File: src/hw/rtl/sers_pkg.sv
`timescale 1ns / 1ps
// -----------------------------------------------------------------------------
// sers_pkg
// Shared types and constants of the shadow edge row scanner.
// -----------------------------------------------------------------------------
package sers_pkg;

  localparam int MAX_SIZE   = 4096;
  localparam int CNT_W      = $clog2(MAX_SIZE);
  localparam int COORD_W    = 12;
  localparam int PIX_W      = 8;
  localparam int THR_W      = 8;
  localparam int SPACING_W  = 12;
  localparam int CFG_IDX_W  = 1;
  localparam int CFG_DATA_W = 12;

  localparam logic [CFG_IDX_W-1:0] REG_DIFF_THRESHOLD = 1'd0;
  localparam logic [CFG_IDX_W-1:0] REG_MIN_SPACING    = 1'd1;

  localparam logic [THR_W-1:0]     THRESHOLD_RESET = 8'd150;
  localparam logic [SPACING_W-1:0] SPACING_RESET   = 12'd10;

  // Classified pixel handed from the hit stage to the row tracker.
  typedef struct packed {
    logic hit;
    logic row_end;
    logic frame_start;
  } pix_class_t;

  // First and last hit columns of a row that qualified, with its row number.
  typedef struct packed {
    logic [COORD_W-1:0] first_col;
    logic [COORD_W-1:0] last_col;
    logic [COORD_W-1:0] row;
  } edge_pair_t;

  // Gray value (11r + 16g + 5b) / 32, rounded down.
  function automatic logic [PIX_W-1:0] gray_of(input logic [PIX_W-1:0] r,
                                               input logic [PIX_W-1:0] g,
                                               input logic [PIX_W-1:0] b);
    logic [PIX_W+4:0] sum;
    sum = (PIX_W+5)'(r) * (PIX_W+5)'(11) + ((PIX_W+5)'(g) << 4)
        + (PIX_W+5)'(b) * (PIX_W+5)'(5);
    return sum[PIX_W+4:5];
  endfunction

endpackage

File: src/hw/rtl/sers_hit.sv
`timescale 1ns / 1ps
// -----------------------------------------------------------------------------
// sers_hit
// Input register and hit classification of each pixel pair.
// -----------------------------------------------------------------------------
module sers_hit import sers_pkg::*; (
  input  logic             clk,
  input  logic             rst,
  input  logic             adv,
  input  logic             in_take,
  input  logic [PIX_W-1:0] a_red,
  input  logic [PIX_W-1:0] a_green,
  input  logic [PIX_W-1:0] a_blue,
  input  logic [PIX_W-1:0] b_red,
  input  logic [PIX_W-1:0] b_green,
  input  logic [PIX_W-1:0] b_blue,
  input  logic             row_end,
  input  logic             frame_start,
  input  logic [THR_W-1:0] threshold,
  output logic             cls_valid,
  output pix_class_t       cls
);

  logic             s1_valid;
  logic [PIX_W-1:0] s1_ar, s1_ag, s1_ab, s1_br, s1_bg, s1_bb;
  logic             s1_row_end, s1_frame_start;

  logic [PIX_W-1:0] gray_a, gray_b, gray_max, diff;

  always_comb begin
    gray_a   = gray_of(s1_ar, s1_ag, s1_ab);
    gray_b   = gray_of(s1_br, s1_bg, s1_bb);
    gray_max = (gray_a > gray_b) ? gray_a : gray_b;
    diff     = (gray_max >= s1_ar) ? (gray_max - s1_ar) : (s1_ar - gray_max);
  end

  always_ff @(posedge clk) begin
    if (rst) begin
      s1_valid  <= 1'b0;
      cls_valid <= 1'b0;
    end else if (adv) begin
      s1_valid  <= in_take;
      cls_valid <= s1_valid;
    end
    if (adv) begin
      s1_ar          <= a_red;
      s1_ag          <= a_green;
      s1_ab          <= a_blue;
      s1_br          <= b_red;
      s1_bg          <= b_green;
      s1_bb          <= b_blue;
      s1_row_end     <= row_end;
      s1_frame_start <= frame_start;
      cls.hit         <= (diff >= threshold);
      cls.row_end     <= s1_row_end;
      cls.frame_start <= s1_frame_start;
    end
  end

endmodule

File: src/hw/rtl/sers_track.sv
`timescale 1ns / 1ps
// -----------------------------------------------------------------------------
// sers_track
// Row and column counters and the per-row record of first and last hits.
// -----------------------------------------------------------------------------
module sers_track import sers_pkg::*; (
  input  logic                 clk,
  input  logic                 rst,
  input  logic                 take,
  input  pix_class_t           cls,
  input  logic [SPACING_W-1:0] spacing,
  output logic                 emit,
  output edge_pair_t           pair
);

  logic [CNT_W-1:0] column_count, row_count, first_hit, last_hit;
  logic [1:0]       hit_tally;

  logic [CNT_W-1:0] col_e, row_e, first_next, last_next, span;
  logic [CNT_W-1:0] column_count_next, row_count_next;
  logic [1:0]       tally_e, hit_tally_next;

  function automatic logic [CNT_W-1:0] wrap_next(input logic [CNT_W-1:0] v);
    return (v == CNT_W'(MAX_SIZE - 1)) ? '0 : v + 1'b1;
  endfunction

  always_comb begin
    // A frame start clears the counters before the pixel is counted.
    col_e   = cls.frame_start ? '0 : column_count;
    row_e   = cls.frame_start ? '0 : row_count;
    tally_e = cls.frame_start ? 2'd0 : hit_tally;

    first_next     = (cls.hit && tally_e == 2'd0) ? col_e : first_hit;
    last_next      = cls.hit ? col_e : last_hit;
    hit_tally_next = (cls.hit && tally_e != 2'd2) ? tally_e + 2'd1 : tally_e;

    span = (last_next >= first_next) ? (last_next - first_next)
                                     : (first_next - last_next);
    emit = cls.row_end && (hit_tally_next == 2'd2)
        && ((CNT_W + SPACING_W)'(span) >= (CNT_W + SPACING_W)'(spacing));

    pair.first_col = COORD_W'(first_next);
    pair.last_col  = COORD_W'(last_next);
    pair.row       = COORD_W'(row_e);

    if (cls.row_end) begin
      column_count_next = '0;
      row_count_next    = wrap_next(row_e);
    end else begin
      column_count_next = wrap_next(col_e);
      row_count_next    = row_e;
    end
  end

  always_ff @(posedge clk) begin
    if (rst) begin
      column_count <= '0;
      row_count    <= '0;
      first_hit    <= '0;
      last_hit     <= '0;
      hit_tally    <= 2'd0;
    end else if (take) begin
      column_count <= column_count_next;
      row_count    <= row_count_next;
      first_hit    <= first_next;
      last_hit     <= last_next;
      hit_tally    <= cls.row_end ? 2'd0 : hit_tally_next;
    end
  end

endmodule

File: src/hw/rtl/sers_out.sv
`timescale 1ns / 1ps
// -----------------------------------------------------------------------------
// sers_out
// Result register holding one edge pair, sent as two beats.
// -----------------------------------------------------------------------------
module sers_out import sers_pkg::*; (
  input  logic               clk,
  input  logic               rst,
  input  logic               load,
  input  edge_pair_t         pair_in,
  input  logic               out_stall,
  output logic               out_valid,
  output logic               free,
  output logic [COORD_W-1:0] edge_column,
  output logic [COORD_W-1:0] edge_row,
  output logic               edge_side,
  output logic               last
);

  logic       full, phase;
  edge_pair_t pair;

  // The buffer empties at the beat that carries the last hit.
  assign free        = full && !out_stall && phase;
  assign out_valid   = full;
  assign edge_side   = phase;
  assign last        = phase;
  assign edge_column = phase ? pair.last_col : pair.first_col;
  assign edge_row    = pair.row;

  always_ff @(posedge clk) begin
    if (rst) begin
      full  <= 1'b0;
      phase <= 1'b0;
    end else if (load) begin
      full  <= 1'b1;
      phase <= 1'b0;
    end else if (full && !out_stall) begin
      full  <= !phase;
      phase <= !phase;
    end
    if (load) begin
      pair <= pair_in;
    end
  end

endmodule

File: src/hw/rtl/shadow_edge_row_scanner.sv
`timescale 1ns / 1ps
// -----------------------------------------------------------------------------
// shadow_edge_row_scanner
// Finds the first and last shadow edge columns of each qualifying row of a pixel stream.
// -----------------------------------------------------------------------------
// Order: the row-end pixel passes the input and classify registers, then the
// pair is offered from the result register, first beat, then the last-hit beat.
// Throughput: one pixel per cycle; the two result beats of a row share one
// pair register, so the input stalls only while a row-end pixel in the
// classify stage meets an earlier pair that is still unsent.
// Reset: synchronous; counters and hit record clear, registers take defaults.
module shadow_edge_row_scanner import sers_pkg::*; (
  input  logic                  clk,
  input  logic                  rst,
  input  logic                  cfg_write,
  input  logic [CFG_IDX_W-1:0]  cfg_index,
  input  logic [CFG_DATA_W-1:0] cfg_data,
  input  logic                  in_valid,
  output logic                  in_stall,
  input  logic [PIX_W-1:0]      a_red,
  input  logic [PIX_W-1:0]      a_green,
  input  logic [PIX_W-1:0]      a_blue,
  input  logic [PIX_W-1:0]      b_red,
  input  logic [PIX_W-1:0]      b_green,
  input  logic [PIX_W-1:0]      b_blue,
  input  logic                  row_end,
  input  logic                  frame_start,
  output logic                  out_valid,
  input  logic                  out_stall,
  output logic [COORD_W-1:0]    edge_column,
  output logic [COORD_W-1:0]    edge_row,
  output logic                  edge_side,
  output logic                  last
);

  logic [THR_W-1:0]     threshold;
  logic [SPACING_W-1:0] spacing;

  logic       adv, cls_valid, take, emit, free;
  pix_class_t cls;
  edge_pair_t pair;

  always_ff @(posedge clk) begin
    if (rst) begin
      threshold <= THRESHOLD_RESET;
      spacing   <= SPACING_RESET;
    end else if (cfg_write) begin
      case (cfg_index)
        REG_DIFF_THRESHOLD: threshold <= cfg_data[THR_W-1:0];
        REG_MIN_SPACING:    spacing   <= cfg_data[SPACING_W-1:0];
        default: ;
      endcase
    end
  end

  // The whole pipeline holds only when a row end meets a pair still unsent.
  assign adv      = !(cls_valid && cls.row_end && out_valid && !free);
  assign in_stall = !adv;
  assign take     = adv && cls_valid;

  sers_hit u_hit (
    .clk         (clk),
    .rst         (rst),
    .adv         (adv),
    .in_take     (in_valid),
    .a_red       (a_red),
    .a_green     (a_green),
    .a_blue      (a_blue),
    .b_red       (b_red),
    .b_green     (b_green),
    .b_blue      (b_blue),
    .row_end     (row_end),
    .frame_start (frame_start),
    .threshold   (threshold),
    .cls_valid   (cls_valid),
    .cls         (cls)
  );

  sers_track u_track (
    .clk     (clk),
    .rst     (rst),
    .take    (take),
    .cls     (cls),
    .spacing (spacing),
    .emit    (emit),
    .pair    (pair)
  );

  sers_out u_out (
    .clk         (clk),
    .rst         (rst),
    .load        (take && emit),
    .pair_in     (pair),
    .out_stall   (out_stall),
    .out_valid   (out_valid),
    .free        (free),
    .edge_column (edge_column),
    .edge_row    (edge_row),
    .edge_side   (edge_side),
    .last        (last)
  );

  a_first_then_last: assert property (@(posedge clk) disable iff (rst)
    out_valid && !out_stall && !edge_side |=> out_valid && edge_side)
    else $error("first-hit beat not followed by last-hit beat");

  a_pair_row_held: assert property (@(posedge clk) disable iff (rst)
    out_valid && !out_stall && !edge_side |=> $stable(edge_row))
    else $error("row changed within an edge pair");

  a_new_pair_starts_first: assert property (@(posedge clk) disable iff (rst)
    out_valid && !out_stall && edge_side |=> !out_valid || !edge_side)
    else $error("pair did not restart at first-hit beat");

  a_stall_needs_pending: assert property (@(posedge clk) disable iff (rst)
    in_stall |-> out_valid && cls_valid && cls.row_end)
    else $error("input stalled without a pending pair");

endmodule

File: config.mk
export PLATFORM = sky130hd
export DESIGN_NAME = shadow_edge_row_scanner
export DESIGN_NICKNAME = d
export VERILOG_FILES = /design/src/hw/rtl/sers_pkg.sv /design/src/hw/rtl/sers_hit.sv /design/src/hw/rtl/sers_track.sv /design/src/hw/rtl/sers_out.sv /design/src/hw/rtl/shadow_edge_row_scanner.sv
export SDC_FILE = /design/constraint.sdc
export NUM_CORES = 1
export LEC_CHECK = 0
export BUFFER_PORTS_ARGS = -buffer_cell sky130_fd_sc_hd__buf_2
export CAP_MARGIN = 40
export CORE_ASPECT_RATIO = 0.75
export CORE_MARGIN = 2
export CORE_UTILIZATION = 38
export CTS_CLUSTER_DIAMETER = 50
export DETAILED_ROUTE_END_ITERATION = 8
export HOLD_SLACK_MARGIN = 0.02
export PLACE_DENSITY_LB_ADDON = 0.1
export SLEW_MARGIN = 5
export SYNTH_ARGS = -nofsm -noshare
export SYNTH_HDL_FRONTEND = slang
export SYNTH_SLANG_ARGS = --single-unit
File: constraint.sdc
create_clock -name clk -period 13.7 [get_ports clk]
set_input_delay 2.74 -clock clk [delete_from_list [all_inputs] [get_ports clk]]
set_output_delay 2.74 -clock clk [all_outputs]
set_load 0.02 [all_outputs]
==> impl_metrics.env <==
export IMPL_slowest_delay_ps=560
export IMPL_die_w_um=205.3
export IMPL_max_slew_margin_rel=0.4108
export IMPL_htreeDepth=4
export IMPL_place_hpwl_um=20430
export IMPL_seqCellArea_mm2=0.004154
export IMPL_period_minus_slack_ps=9010
export IMPL_drt_wl_total_um=26770
export IMPL_grt_max_degree=76
export IMPL_routed_via_density=4.994
export IMPL_core_area_mm2=0.03007
export IMPL_hold_start="u_hit.s1_row_end"
export IMPL_clock_fmax_mhz=111.0
export IMPL_grt_antenna_before_repair=0
export IMPL_skew_ps=7.136
export IMPL_grt_total_usage=0.1775
export IMPL_p_comb_frac=0.706
export IMPL_hold_viol=0
export IMPL_fin_crit_sh=0.6577
export IMPL_async_flop_share=0
export IMPL_drtPass1Iterations=5
export IMPL_start_util=0.3841
export IMPL_final_common_cell="inv_1"
export IMPL_worstSetupStartpointType="register"
export IMPL_synth_cells=1154
export IMPL_cp_slowest_cell="o22a_1"
export IMPL_antenna_cells=0
export IMPL_wl_per_cell_um=16.37
export IMPL_die_h_um=155
export IMPL_cts_hold_buffers=0
export IMPL_power_density_mw_per_mm2=275.3
export IMPL_row_count=55
export IMPL_worst_skew_pair_late_latency_ps=450
export IMPL_internal_power_mw=2.001
export IMPL_cts_setup_buffers=0
export IMPL_grt_pass1_vias=8028
export IMPL_ys_warn_count=0
export IMPL_tightest_slew_ps=883.8
export IMPL_fillers=2931
export IMPL_setup_tns_ps=0
export IMPL_port_buffers=95
export IMPL_cp_top_family="compound AO/OA/AOI/OAI gates"
export IMPL_drv_slew=0
export IMPL_syn_area_mm2=0.01155
export IMPL_crit_fanout=16
export IMPL_status="finished, final reports clean"
export IMPL_grt_pass1_wl_um=43850
export IMPL_pwr_share_clk=0.138
export IMPL_final_nets=1477
export IMPL_clkTransAtPathRegs_ps=70
export IMPL_clock_path_buffers=2
export IMPL_synthFlopType="edfxtp_1"
export IMPL_area_growth_pct=12.59
export IMPL_yosysSeqAreaShare=0.3596
export IMPL_rsz0062_at_grt="false"
export IMPL_ys_ff_latch=163
export IMPL_setup_viol=0
export IMPL_leakagePower_nw=5.811
export IMPL_io_pins=96
export IMPL_post_cts_resized=0
export IMPL_vias=8165
export IMPL_gp_congestion=0.8239
export IMPL_cts_tree="done"
export IMPL_cpMostUsedCell="ha_1"
export IMPL_required_ps=13900
export IMPL_drive_above_1_share=0.1392
export IMPL_crit_arrival_ps=9210
export IMPL_path_class="register to register"
export IMPL_cp_num_buf_inv=3
export IMPL_avgSynthCellArea_um2=10.01
export IMPL_drt_iter0_drc=477
export IMPL_cts_root_buf="clkbuf_16"
export IMPL_crit_path_start="u_hit.s1_ar[5]"
export IMPL_gr_total_overflow=0
export IMPL_synth_edf_count=89
export IMPL_drc_errors=0
export IMPL_clkSinkCount=163
export IMPL_syn_nets=1408
export IMPL_power_switching_mw=1.580
export IMPL_multi_input_area_mm2=0.006604
export IMPL_drtAntennaViolNets=0
export IMPL_die_area_mm2=0.03183
export IMPL_r2r_start="u_hit.s1_ar[5]"
export IMPL_min_path_type="register to register"
export IMPL_max_vdd_ir_drop_mv=0.2289
export IMPL_synth_cell_types=68
export IMPL_swShare=0.4411
export IMPL_cp_end_kind="register"
export IMPL_cts_buffers=17
export IMPL_worst_hold_slack_ps=422.4
export IMPL_layout_common_cells="144 x inv_1, 132 x ha_1, 95 x buf_2"
export IMPL_maxCapViolCount=0
export IMPL_seqPwrFrac=0.156
registers in the layout, summed over array words and instances, names as in the netlist, 12 cells and up:
name,cells
u_out.pair,24
u_track.last_hit,12
spacing,12
u_out.edge_row,12
u_track.first_hit,12
u_track.row_count,12
u_track.column_count,12
synth_stat cells (all sizes together) (13+ instances only):
library cell / number / area (um^2)
nand2b: 14 / 87.58
nand4: 13 / 81.33
nor2: 82 / 307.8
xor2: 14 / 122.6
mux2: 27 / 304.0
buf: 19 / 140.1
o21ai: 31 / 155.1
a21oi: 72 / 360.4
clkbuf: 36 / 136.4
ha: 132 / 1652
xnor2: 18 / 157.7
edfxtp: 89 / 2673
a21o: 24 / 182.7
nand2: 75 / 281.5
dfxtp: 74 / 1481
nor2b: 30 / 187.7
inv: 144 / 540.5
nand3: 16 / 80.08
mux2i: 33 / 330.3
a211oi: 32 / 240.2
fa: 54 / 1081
final timing paths:
check | end | slack, ps | cells past startpoint
hold reg to reg | u_hit.cls[1] | 420 | 0
setup / recovery | u_hit.cls[2] | 4690 | 29
hold / removal | u_hit.cls[1] | 420 | 0
setup reg to reg | u_hit.cls[2] | 4690 | 29
per-stage QoR:
| stage | utilization | instance area, um^2 | cells | setup slack [ps] | power, mW |
|---|---|---|---|---|---|
| floorplan | - | 11550 | 1154 | 5502 | 2.633 |
| finish | 0.4325 | 13010 | 1635 | 4690 | 3.581 |
| global placement | 0.4096 | 12320 | 1599 | 4864 | 3.084 |
| detailed placement | 0.4129 | 12420 | 1603 | 4675 | 3.085 |
| global route | 0.4325 | 13010 | 1635 | 4160 | 3.992 |
| CTS | 0.4325 | 13010 | 1635 | 4672 | 3.609 |
worst register-to-register path, delay by kind of cell, from the launching register on:
family	cells	cell delay, ps
XOR/XNOR	2	390
adder cells (fa/ha/maj)	8	3150
buffers and inverters	3	160
AND/OR/NAND/NOR	1	120
multiplexers	2	820
flip-flops	1	520
AO/OA/AOI/OAI	13	3600
power by group through the flow:
stage | registers [mW] | logic (mW) | clock network (mW)
global placement | 0.578 | 2.51 | 0
floorplan | 0.560 | 2.07 | 0
detailed placement | 0.569 | 2.52 | 0
global route | 0.560 | 2.90 | 0.531
finish | 0.558 | 2.53 | 0.494
CTS | 0.558 | 2.54 | 0.510
cell type report:
| class | count | area share |
|---|---|---|
| Timing Repair Buffer | 105 | 0.04752 |
| Clock buffer | 19 | 0.03329 |
| Sequential cell | 163 | 0.3194 |
| Clock inverter | 13 | 0.01212 |
| Tap cell | 399 | 0.03838 |
| Inverter | 144 | 0.04156 |
| Multi-Input combinational cell | 792 | 0.5077 |
cells by family after synthesis:
group                    after synthesis  synth area share
XOR/XNOR                              32           0.02426
multiplexers                          60           0.05491
flip-flops                           163            0.3596
AO/OA/AOI/OAI                        236            0.1369
AND/OR/NAND/NOR                      278            0.1171
adder cells (fa/ha/maj)              186            0.2365
buffers and inverters                199           0.07072
metal layers:
metal / vias to the layer above / GRT usage / wire length [um]
met1: 3851 / 0.2887 / 15150
met3: 13 / 0.04210 / 1205
met2: 149 / 0.2323 / 10210
met4: 0 / 0.03392 / 205
li1: 4152 / - / -
met5: - / 0 / 0
Note: power is estimated with default switching activity, not from simulation.
